===== config.mk =====
export PLATFORM = sky130hd
export DESIGN_NAME = json_string_unescape_top
export DESIGN_NICKNAME = d
export VERILOG_FILES = /design/src/design/jsu_pkg.sv /design/src/design/json_string_unescape_top.sv
export SDC_FILE = /design/constraint.sdc
export NUM_CORES = 1
export LEC_CHECK = 0
export BUFFER_PORTS_ARGS = -buffer_cell sky130_fd_sc_hd__buf_2
export CAP_MARGIN = 20
export CORE_MARGIN = 8
export CORE_UTILIZATION = 54
export CTS_CLUSTER_DIAMETER = 200
export DETAILED_ROUTE_END_ITERATION = 8
export HOLD_SLACK_MARGIN = 0.05
export MAX_ROUTING_LAYER = met4
export PLACE_DENSITY = 0.85
export REMOVE_ABC_BUFFERS = 1
export SYNTH_ARGS = -nofsm -noshare
export SYNTH_HDL_FRONTEND = slang
export SYNTH_SLANG_ARGS = --single-unit

===== constraint.sdc =====
create_clock -name clk -period 2.85 [get_ports clk]
set_input_delay 0.285 -clock clk [delete_from_list [all_inputs] [get_ports clk]]
set_output_delay 0.285 -clock clk [all_outputs]
set_load 0.005 [all_outputs]

===== src/design/jsu_pkg.sv =====
package jsu_pkg;

  localparam logic [15:0] HIGH_FIRST    = 16'hD800;
  localparam logic [15:0] HIGH_LAST     = 16'hDBFF;
  localparam logic [15:0] LOW_FIRST     = 16'hDC00;
  localparam logic [15:0] LOW_LAST      = 16'hDFFF;
  localparam logic [15:0] CONTROL_LIMIT = 16'h0020;

  localparam logic [15:0] CH_QUOTE  = 16'h0022;
  localparam logic [15:0] CH_BSLASH = 16'h005C;
  localparam logic [15:0] CH_SLASH  = 16'h002F;
  localparam logic [15:0] CH_B      = 16'h0062;
  localparam logic [15:0] CH_F      = 16'h0066;
  localparam logic [15:0] CH_N      = 16'h006E;
  localparam logic [15:0] CH_R      = 16'h0072;
  localparam logic [15:0] CH_T      = 16'h0074;
  localparam logic [15:0] CH_U      = 16'h0075;

  localparam logic [15:0] CC_BS = 16'h0008;
  localparam logic [15:0] CC_FF = 16'h000C;
  localparam logic [15:0] CC_LF = 16'h000A;
  localparam logic [15:0] CC_CR = 16'h000D;
  localparam logic [15:0] CC_HT = 16'h0009;

  localparam int unsigned RESULT_DEPTH = 2;

  typedef enum logic [2:0] {
    PH_PLAIN    = 3'd0,
    PH_ESC      = 3'd1,
    PH_HEX1     = 3'd2,
    PH_WANT_BS  = 3'd3,
    PH_WANT_U   = 3'd4,
    PH_HEX2     = 3'd5,
    PH_RAW_HIGH = 3'd6
  } phase_t;

  typedef enum logic [3:0] {
    ST_OK            = 4'd0,
    ST_CLOSED        = 4'd1,
    ST_CONTROL       = 4'd2,
    ST_INCOMPLETE    = 4'd3,
    ST_UNKNOWN       = 4'd4,
    ST_SHORT_HEX     = 4'd5,
    ST_BAD_HEX       = 4'd6,
    ST_NO_LOW        = 4'd7,
    ST_BAD_LOW       = 4'd8,
    ST_LONE_LOW_ESC  = 4'd9,
    ST_LONE_RAW_HIGH = 4'd10,
    ST_LONE_RAW_LOW  = 4'd11,
    ST_UNTERMINATED  = 4'd12
  } status_t;

  typedef struct packed {
    logic [15:0] code_unit;
    logic        at_end;
  } in_item_t;

  typedef struct packed {
    logic [15:0] out_unit;
    logic        has_unit;
    status_t     status;
    logic        last;
  } out_item_t;

  function automatic logic is_high(input logic [15:0] u);
    return (u >= HIGH_FIRST) && (u <= HIGH_LAST);
  endfunction

  function automatic logic is_low(input logic [15:0] u);
    return (u >= LOW_FIRST) && (u <= LOW_LAST);
  endfunction

  // Bit 4 set: not a hex digit.
  function automatic logic [4:0] hex_value(input logic [15:0] u);
    logic [4:0] v;
    v = 5'h10;
    if (u >= 16'h0030 && u <= 16'h0039) v = {1'b0, u[3:0]};
    else if ((u >= 16'h0061 && u <= 16'h0066) || (u >= 16'h0041 && u <= 16'h0046))
      v = {1'b0, u[3:0] + 4'd9};
    return v;
  endfunction

  // Bit 16 set: a known simple escape, low bits hold the decoded unit.
  function automatic logic [16:0] esc_map(input logic [15:0] u);
    logic [16:0] m;
    m = '0;
    case (u)
      CH_QUOTE:  m = {1'b1, CH_QUOTE};
      CH_BSLASH: m = {1'b1, CH_BSLASH};
      CH_SLASH:  m = {1'b1, CH_SLASH};
      CH_B:      m = {1'b1, CC_BS};
      CH_F:      m = {1'b1, CC_FF};
      CH_N:      m = {1'b1, CC_LF};
      CH_R:      m = {1'b1, CC_CR};
      CH_T:      m = {1'b1, CC_HT};
      default:   m = '0;
    endcase
    return m;
  endfunction

  function automatic out_item_t mk_unit(input logic [15:0] u, input logic last);
    out_item_t r;
    r.out_unit = u;
    r.has_unit = 1'b1;
    r.status   = ST_OK;
    r.last     = last;
    return r;
  endfunction

  function automatic out_item_t mk_finish(input status_t st);
    out_item_t r;
    r.out_unit = '0;
    r.has_unit = 1'b0;
    r.status   = st;
    r.last     = 1'b1;
    return r;
  endfunction

endpackage


===== src/design/json_string_unescape_top.sv =====
// JSON string body unescaper over UTF-16 code units. Feed the units that
// follow the opening quote, one per beat; at_end marks the end of the text.
// Each beat yields zero result beats (a unit absorbed into an escape or a held
// high surrogate), one (a decoded unit, a close, or an error) or two (a
// surrogate pair, the first with last low). Status 1 to 12 closes the string
// and returns the block to plain text, so the next beat starts a new body.
// Rate: one input beat per clock while the result buffer has room; results are
// registered in a two-entry result buffer that drains one beat per cycle while
// result_ready is high, so a surrogate pair holds off the input until its head
// beat drains, even when the consumer never stalls.
module json_string_unescape_top
  import jsu_pkg::*;
(
  input  logic      clk,
  input  logic      rst,
  input  logic      item_valid,
  output logic      item_ready,
  input  in_item_t  item,
  output logic      result_valid,
  input  logic      result_ready,
  output out_item_t result
);

  // Decoder state
  phase_t      phase, phase_next;
  logic [1:0]  digit_count, digit_count_next;
  logic [15:0] quad_value, quad_value_next;
  logic [15:0] held_high, held_high_next;
  logic        bad_digit_seen, bad_digit_seen_next;

  // Result buffer: slot 0 is the head
  out_item_t   slot [RESULT_DEPTH];
  out_item_t   slot_next [RESULT_DEPTH];
  logic [1:0]  count, count_next;

  logic        accept, pop;
  logic [1:0]  remain;

  // Per-beat decode terms
  logic [15:0] u;
  logic        at_end;
  logic [4:0]  hexd;
  logic        bad_now;
  logic [15:0] quad_shift;
  logic        fourth;
  logic [16:0] esc;

  logic [1:0]  res_n;
  out_item_t   res0, res1;

  assign u          = item.code_unit;
  assign at_end     = item.at_end;
  assign hexd       = hex_value(u);
  assign bad_now    = hexd[4];
  assign quad_shift = {quad_value[11:0], bad_now ? 4'd0 : hexd[3:0]};
  assign fourth     = (digit_count == 2'd3);
  assign esc        = esc_map(u);

  // Take a beat whenever the buffer can hold two results after this cycle's drain.
  assign pop          = result_valid && result_ready;
  assign item_ready   = (count == 2'd0) || ((count == 2'd1) && result_ready);
  assign accept       = item_valid && item_ready;
  assign result_valid = (count != 2'd0);
  assign result       = slot[0];
  assign remain       = count - {1'b0, pop};

  // Next state of the decoder
  always_comb begin
    logic clr;
    clr                 = 1'b0;
    phase_next          = phase;
    digit_count_next    = digit_count;
    quad_value_next     = quad_value;
    held_high_next      = held_high;
    bad_digit_seen_next = bad_digit_seen;
    unique case (phase)
      PH_ESC: begin
        if (at_end) begin
          clr = 1'b1;
        end else if (u == CH_U) begin
          phase_next          = PH_HEX1;
          digit_count_next    = 2'd0;
          quad_value_next     = '0;
          bad_digit_seen_next = 1'b0;
        end else if (esc[16]) begin
          phase_next = PH_PLAIN;
        end else begin
          clr = 1'b1;
        end
      end
      PH_HEX1, PH_HEX2: begin
        if (at_end) begin
          clr = 1'b1;
        end else if (!fourth) begin
          quad_value_next     = quad_shift;
          digit_count_next    = digit_count + 2'd1;
          bad_digit_seen_next = bad_digit_seen | bad_now;
        end else if (phase == PH_HEX1 && !(bad_digit_seen | bad_now)
                     && is_high(quad_shift)) begin
          held_high_next   = quad_shift;
          quad_value_next  = quad_shift;
          digit_count_next = 2'd0;
          phase_next       = PH_WANT_BS;
        end else if (phase == PH_HEX1 && !(bad_digit_seen | bad_now)
                     && !is_low(quad_shift)) begin
          quad_value_next  = quad_shift;
          digit_count_next = 2'd0;
          phase_next       = PH_PLAIN;
        end else begin
          // error, lone low escape or a completed pair
          clr = 1'b1;
        end
      end
      PH_WANT_BS: begin
        if (at_end || u != CH_BSLASH) clr = 1'b1;
        else phase_next = PH_WANT_U;
      end
      PH_WANT_U: begin
        if (at_end || u != CH_U) begin
          clr = 1'b1;
        end else begin
          phase_next          = PH_HEX2;
          digit_count_next    = 2'd0;
          quad_value_next     = '0;
          bad_digit_seen_next = 1'b0;
        end
      end
      PH_RAW_HIGH: begin
        clr = 1'b1;
      end
      default: begin
        phase_next = PH_PLAIN;
        if (at_end || u == CH_QUOTE || u < CONTROL_LIMIT) begin
          clr = 1'b1;
        end else if (u == CH_BSLASH) begin
          phase_next = PH_ESC;
        end else if (is_high(u)) begin
          held_high_next = u;
          phase_next     = PH_RAW_HIGH;
        end else if (is_low(u)) begin
          clr = 1'b1;
        end
      end
    endcase
    if (clr) begin
      phase_next          = PH_PLAIN;
      digit_count_next    = '0;
      quad_value_next     = '0;
      held_high_next      = '0;
      bad_digit_seen_next = 1'b0;
    end
  end

  // Result beats caused by the current input beat
  always_comb begin
    res_n = 2'd0;
    res0  = mk_finish(ST_OK);
    res1  = mk_finish(ST_OK);
    unique case (phase)
      PH_ESC: begin
        if (at_end) begin
          res_n = 2'd1; res0 = mk_finish(ST_INCOMPLETE);
        end else if (u == CH_U) begin
          res_n = 2'd0;
        end else if (esc[16]) begin
          res_n = 2'd1; res0 = mk_unit(esc[15:0], 1'b1);
        end else begin
          res_n = 2'd1; res0 = mk_finish(ST_UNKNOWN);
        end
      end
      PH_HEX1: begin
        if (at_end) begin
          res_n = 2'd1; res0 = mk_finish(ST_SHORT_HEX);
        end else if (!fourth || (!(bad_digit_seen | bad_now) && is_high(quad_shift))) begin
          res_n = 2'd0;
        end else if (bad_digit_seen | bad_now) begin
          res_n = 2'd1; res0 = mk_finish(ST_BAD_HEX);
        end else if (is_low(quad_shift)) begin
          res_n = 2'd1; res0 = mk_finish(ST_LONE_LOW_ESC);
        end else begin
          res_n = 2'd1; res0 = mk_unit(quad_shift, 1'b1);
        end
      end
      PH_WANT_BS: begin
        if (at_end || u != CH_BSLASH) begin
          res_n = 2'd1; res0 = mk_finish(ST_NO_LOW);
        end
      end
      PH_WANT_U: begin
        if (at_end || u != CH_U) begin
          res_n = 2'd1; res0 = mk_finish(ST_NO_LOW);
        end
      end
      PH_HEX2: begin
        if (at_end) begin
          res_n = 2'd1; res0 = mk_finish(ST_SHORT_HEX);
        end else if (!fourth) begin
          res_n = 2'd0;
        end else if (bad_digit_seen | bad_now) begin
          res_n = 2'd1; res0 = mk_finish(ST_BAD_HEX);
        end else if (!is_low(quad_shift)) begin
          res_n = 2'd1; res0 = mk_finish(ST_BAD_LOW);
        end else begin
          res_n = 2'd2;
          res0  = mk_unit(held_high, 1'b0);
          res1  = mk_unit(quad_shift, 1'b1);
        end
      end
      PH_RAW_HIGH: begin
        if (at_end || !is_low(u)) begin
          res_n = 2'd1; res0 = mk_finish(ST_LONE_RAW_HIGH);
        end else begin
          res_n = 2'd2;
          res0  = mk_unit(held_high, 1'b0);
          res1  = mk_unit(u, 1'b1);
        end
      end
      default: begin
        if (at_end) begin
          res_n = 2'd1; res0 = mk_finish(ST_UNTERMINATED);
        end else if (u == CH_QUOTE) begin
          res_n = 2'd1; res0 = mk_finish(ST_CLOSED);
        end else if (u < CONTROL_LIMIT) begin
          res_n = 2'd1; res0 = mk_finish(ST_CONTROL);
        end else if (u == CH_BSLASH || is_high(u)) begin
          res_n = 2'd0;
        end else if (is_low(u)) begin
          res_n = 2'd1; res0 = mk_finish(ST_LONE_RAW_LOW);
        end else begin
          res_n = 2'd1; res0 = mk_unit(u, 1'b1);
        end
      end
    endcase
  end

  // Buffer update: drain the head, then append new results behind what remains.
  always_comb begin
    slot_next[0] = pop ? slot[1] : slot[0];
    slot_next[1] = slot[1];
    count_next   = remain;
    if (accept) begin
      if (remain == 2'd0) begin
        slot_next[0] = res0;
        slot_next[1] = res1;
      end else begin
        slot_next[1] = res0;
      end
      count_next = remain + res_n;
    end
  end

  always_ff @(posedge clk) begin
    if (rst) begin
      phase          <= PH_PLAIN;
      digit_count    <= '0;
      quad_value     <= '0;
      held_high      <= '0;
      bad_digit_seen <= 1'b0;
      count          <= '0;
    end else begin
      if (accept) begin
        phase          <= phase_next;
        digit_count    <= digit_count_next;
        quad_value     <= quad_value_next;
        held_high      <= held_high_next;
        bad_digit_seen <= bad_digit_seen_next;
      end
      count <= count_next;
    end
  end

  // Payload slots hold no reset
  always_ff @(posedge clk) begin
    slot[0] <= slot_next[0];
    slot[1] <= slot_next[1];
  end

  // The buffer never holds more than two beats.
  a_count_bound: assert property (@(posedge clk) disable iff (rst)
    count != 2'd3)
    else $error("result buffer overfilled");

  // The first half of a pair is only ever at the head of a full buffer.
  a_pair_whole: assert property (@(posedge clk) disable iff (rst)
    (result_valid && !result.last) |-> (count == 2'd2 && slot[1].last))
    else $error("surrogate pair split in result buffer");

  // A beat without a unit always carries a closing or error status.
  a_nounit_status: assert property (@(posedge clk) disable iff (rst)
    (result_valid && !result.has_unit) |-> (result.status != ST_OK))
    else $error("empty result beat with ok status");

  // A full buffer accepts nothing.
  a_full_stall: assert property (@(posedge clk) disable iff (rst)
    (count == 2'd2) |-> !item_ready)
    else $error("input taken while result buffer full");

endmodule

After elaboration in Yosys (flattened, before gate mapping) --
Memory sizes are Yosys's and may differ from the RTL's. Cells that the tools add are included.
Word-level totals: bits in registers 36, memory bits (writable) 44, output and inout port bits 24, memories 1
Memory list:
- slot | depth 2, width 22, rd ports 2, clocked after Yosys merged registers in 0, wr ports 2, RTL line json_string_unescape_top.sv:32 | out_item_t slot [RESULT_DEPTH];
Cells by class: add/sub/neg operators 4, magnitude comparators 15, equality and inequality tests 34, mux-type cells 112, bitwise gates (word level) 1, reduce and logical (&&, ||, !) cells 38
Operators by type and width (number):
- 2-to-1 mux 22 bit | 25
- case mux 17 bit (8 select lines) | 1
- case mux 22 bit (6 select lines) | 1
- equality test 16 x 7 -> 1 bit (second input constant) | 7
- 2-to-1 mux 16 bit | 7
- 2-to-1 mux 12 bit | 8
- >= comparator 16 bit (second input constant) | 4
- less-or-equal comparator 16 bit (second input constant) | 4
- 2-to-1 mux 44 bit | 1
- case mux 22 bit (2 select lines) | 1
- 2-to-1 mux 3 bit | 13
- case mux 12 bit (3 select lines) | 1
- equality test 16 x 6 -> 1 bit (second input constant) | 2
- >= comparator 16 x 7 -> 1 bit (second input constant) | 2
- less-or-equal comparator 16 x 7 -> 1 bit (second input constant) | 2
- != test 16 x 7 -> 1 bit (second input constant) | 2
- case mux 16 bit (2 select lines) | 1
- 2-to-1 mux 1 bit | 29
- 2-to-1 mux 2 bit | 14
- != test 3 bit (second input constant) | 8
- >= comparator 16 x 6 -> 1 bit (second input constant) | 1
- less-or-equal comparator 16 x 6 -> 1 bit (second input constant) | 1
- less-than comparator 16 x 6 -> 1 bit (second input constant) | 1
- case mux 3 bit (5 select lines) | 1
- 34 further kinds | 67

Longest topological paths before layout --
depth in word-level cells 17, mapped depth 15

Worst setup path after synthesis --
OpenSTA, ideal clock, no wires.
path type reg-to-reg, start point register count[0], end point memory slot[0][34] in the netlist's numbering (data pin), setup time 0.267 ns, arrival time 2.668 ns, required time 2.583 ns, slack -0.085 ns, stages on the path, launching flop included 12, period minus slack after synthesis 2.935 ns, cells stage by stage dfxtp_1 > or2_2 > nand2_1 > buf_1 > inv_1 > ha_1 > xnor2_1 > nand2_1 > a22o_1 > buf_2 > a22oi_1 > o21ai_0
RTL lines:
- start, declared | RTL line json_string_unescape_top.sv:34 | logic [1:0] count, count_next;
- start signal, assigned | RTL line json_string_unescape_top.sv:268 | count <= count_next;
- end, declared | RTL line json_string_unescape_top.sv:32

==> reports/qor.txt <==
Initial Util = 55.44%
FILL cells = 800
WL final = 17260 µm
Hold buffers post-CTS = 0
I/O pin cnt = 45
Normalized max-slew margin = 49.27%
RD Place Congestion = 0.9923
Die height = 113.2 µm
Sequential share of power = 41.7%
Switching Share = 36.46%
RSZ-0062 raised after global routing = no
Most common cell after layout, fill and taps aside = buf_4
Synthesized netlist cell count = 588
Setup WS pre-CTS = -0.2131 ns
Antenna violations before repair = 0
Clk buf depth = 2
Status = finished, final reports clean
Hold Fails Final Rpt = 0
Most frequent cells in the layout = 101 x buf_4, 58 x dfxtp_1, 49 x nand2_1
Worst-Skew Late Latency = 0.35 ns
Post-synth top area cell = dfxtp_1
H-tree Lvls = 3
EDFF count, synth = 22
Hold Startpoint = item[4]
Post-Layout Inst Area = 6156 µm²
Synth-to-layout area growth = 20.74%
Row count = 35
Share of the synthesized area in the top cell type = 22.77%
DRT antenna net count = 0
I/O Buffers = 44
Critical Path RT = 3.11 ns
Final worst-path cycle share = 94.60%
Yosys warnings = 0
Pin count of the biggest net entering global routing = 23
CTS buffer count = 9
Reg-to-reg startpoint = phase[0]
Chip Width = 113.2 µm
Yosys reg bits = 80
Total track usage = 27.75%
Leak = 2.519 nW
Post-synthesis sequential area ratio = 35.73%
Clock Power Share = 20.9%
PwrDens = 634.9 nW/µm²
Final Util = 66.94%
Synth cell types = 74
Residual DRC count = 0
Max Slew Vio Count = 0
Setup-failing EPs final = 0
WS Path Type = in -> reg
Die area = 12810 µm²
HPWL Detailed = 13530 µm
Sw Pwr = 0.001425 W
Iteration count of the initial detailed-routing pass = 5
Inst Count DP = 785
VDD IR-drop max = 0.4501 mV
Worst setup path start = item[16]
Post-DR vias/cell = 6.481
Startpoint Class = input port
CTS tree = built
Min Tclk post-route = 2.696 ns
Root Driver = clkbuf_8
Critical path peak fanout = 7
WL/cell = 21.54 µm
Primary FF master, synth = dfxtp_1
Initial DRC count = 455
Critical Path Sink Type = register
Final std cells w/o fill = 801
HP Class = in -> reg
Final WS setup = 0.1538 ns
Ranking of synthesized cells by area = dfxtp_1 23%, edfxtp_1 13%, a22o_1 3.6%
MaxCap Viol Count = 0
Post-cts resize count = 0
Final net count = 714
Core Area = 9196 µm²
Congestion Overflow GR = 0
Clock transition at path regs = 0.09 ns
Int Pwr = 0.002483 W
Ant diodes = 0
Worst EP arrival = 2.96 ns
# clock sinks = 80
First-pass GRT wire length = 27700 µm
Fmax = 370.9 MHz
Avg Synthesized Cell Area = 8.671 µm²
Via count = 5191
Share of cells above drive strength 1 = 27.97%
Vias in the first global route = 5196
Setup Skew = 0.01510 ns
Post-place instance area = 5957 µm²
Post-synth ARST share = 0%
Comb power frac = 37.5%
Post-synthesis cell area = 5099 µm²
Worst-Margin Slew = 0.7592 ns
Setup Fix Bufs, Post-CTS = 0
==> path summary, 6_finish.rpt <==
kind	to	slack (ns)	cells after the start
min	slot[0][31]	0.27	3
min reg2reg	held_high[10]	0.43	2
max reg2reg	held_high[7]	0.22	8
max	slot[0][11]	0.15	10
==> layout make-up <==
class,instances,area (µm²),area share (%)
clock buffers,9,123.9,2.012
clock inverters,7,61.31,0.9959
inverters,23,86.33,1.402
multi-input cells,423,2885,46.87
flip-flops and latches,80,1822,29.59
well taps,111,138.9,2.256
repair buffers,148,1039,16.87
==> cell usage after synthesis (all sizes together), types with 13 or more instances <==
cell type / count
a21oi: 27
a22o: 21
a22oi: 18
buf: 33
clkbuf: 29
dfxtp: 58
edfxtp: 22
inv: 22
mux2i: 13
nand2: 49
nand3: 20
nor2: 29
nor3: 16
o21ai: 34
==> registers in the layout (all words and copies together), names as in the netlist <==
name            cells
phase               3
slot               44
bad_digit_seen      1
held_high          16
quad_value         12
count               2
digit_count         2
==> critical path, stage by stage <==
cell and delay (ns):
buf_2 0.10, or4_1 0.67, o31a_1 0.36, a21oi_4 0.15, buf_4 0.16, o2111ai_2 0.21
buf_4 0.20, nor2_1 0.46, a21oi_1 0.15, a22oi_1 0.20
==> per-stage QoR <==
stage | setup TNS [ns] | hold slack (ns) | total power [W]
after floorplan | -20.88 | 0.3578 | 0.002448
after global placement | -5.564 | 0.4176 | 0.003035
after detailed placement | -6.207 | 0.4170 | 0.003109
after CTS | 0 | 0.2585 | 0.003903
after global routing | 0 | 0.2710 | 0.004121
final | 0 | 0.2741 | 0.003909
==> cell families after synthesis <==
group,after synthesis,share of synthesized area (%)
buffers and inverters,85,8.074
AOI/OAI and AO/OA,198,28.76
muxes,24,4.982
xor gates and xnor gates,4,0.6870
DFF,80,35.73
and+or+nand+nor,189,19.80
adders and majority gates,8,1.963
==> power by group through the flow <==
stage          Clock, W  Sequential (W)  Combinational [W]
2_1_floorplan         0         0.00164           0.000805
3_3_place_gp          0         0.00163            0.00141
3_5_place_dp          0         0.00165            0.00145
4_1_cts        0.000816         0.00163            0.00146
5_1_grt        0.000859         0.00166            0.00160
6_report       0.000816         0.00163            0.00146
==> metal layers <==
| layer | part of all wire (%) | global-route usage [%] | up-vias |
|---|---|---|---|
| met1 | 42 | 34.68 | 2486 |
| li1 | - | - | 2422 |
| met5 | 0 | - | - |
| met2 | 46 | 43.10 | 233 |
| met3 | 8.0 | 5.538 | 50 |
| met4 | 3.5 | 11.28 | 0 |
Note: power is estimated with default switching activity, not from simulation.
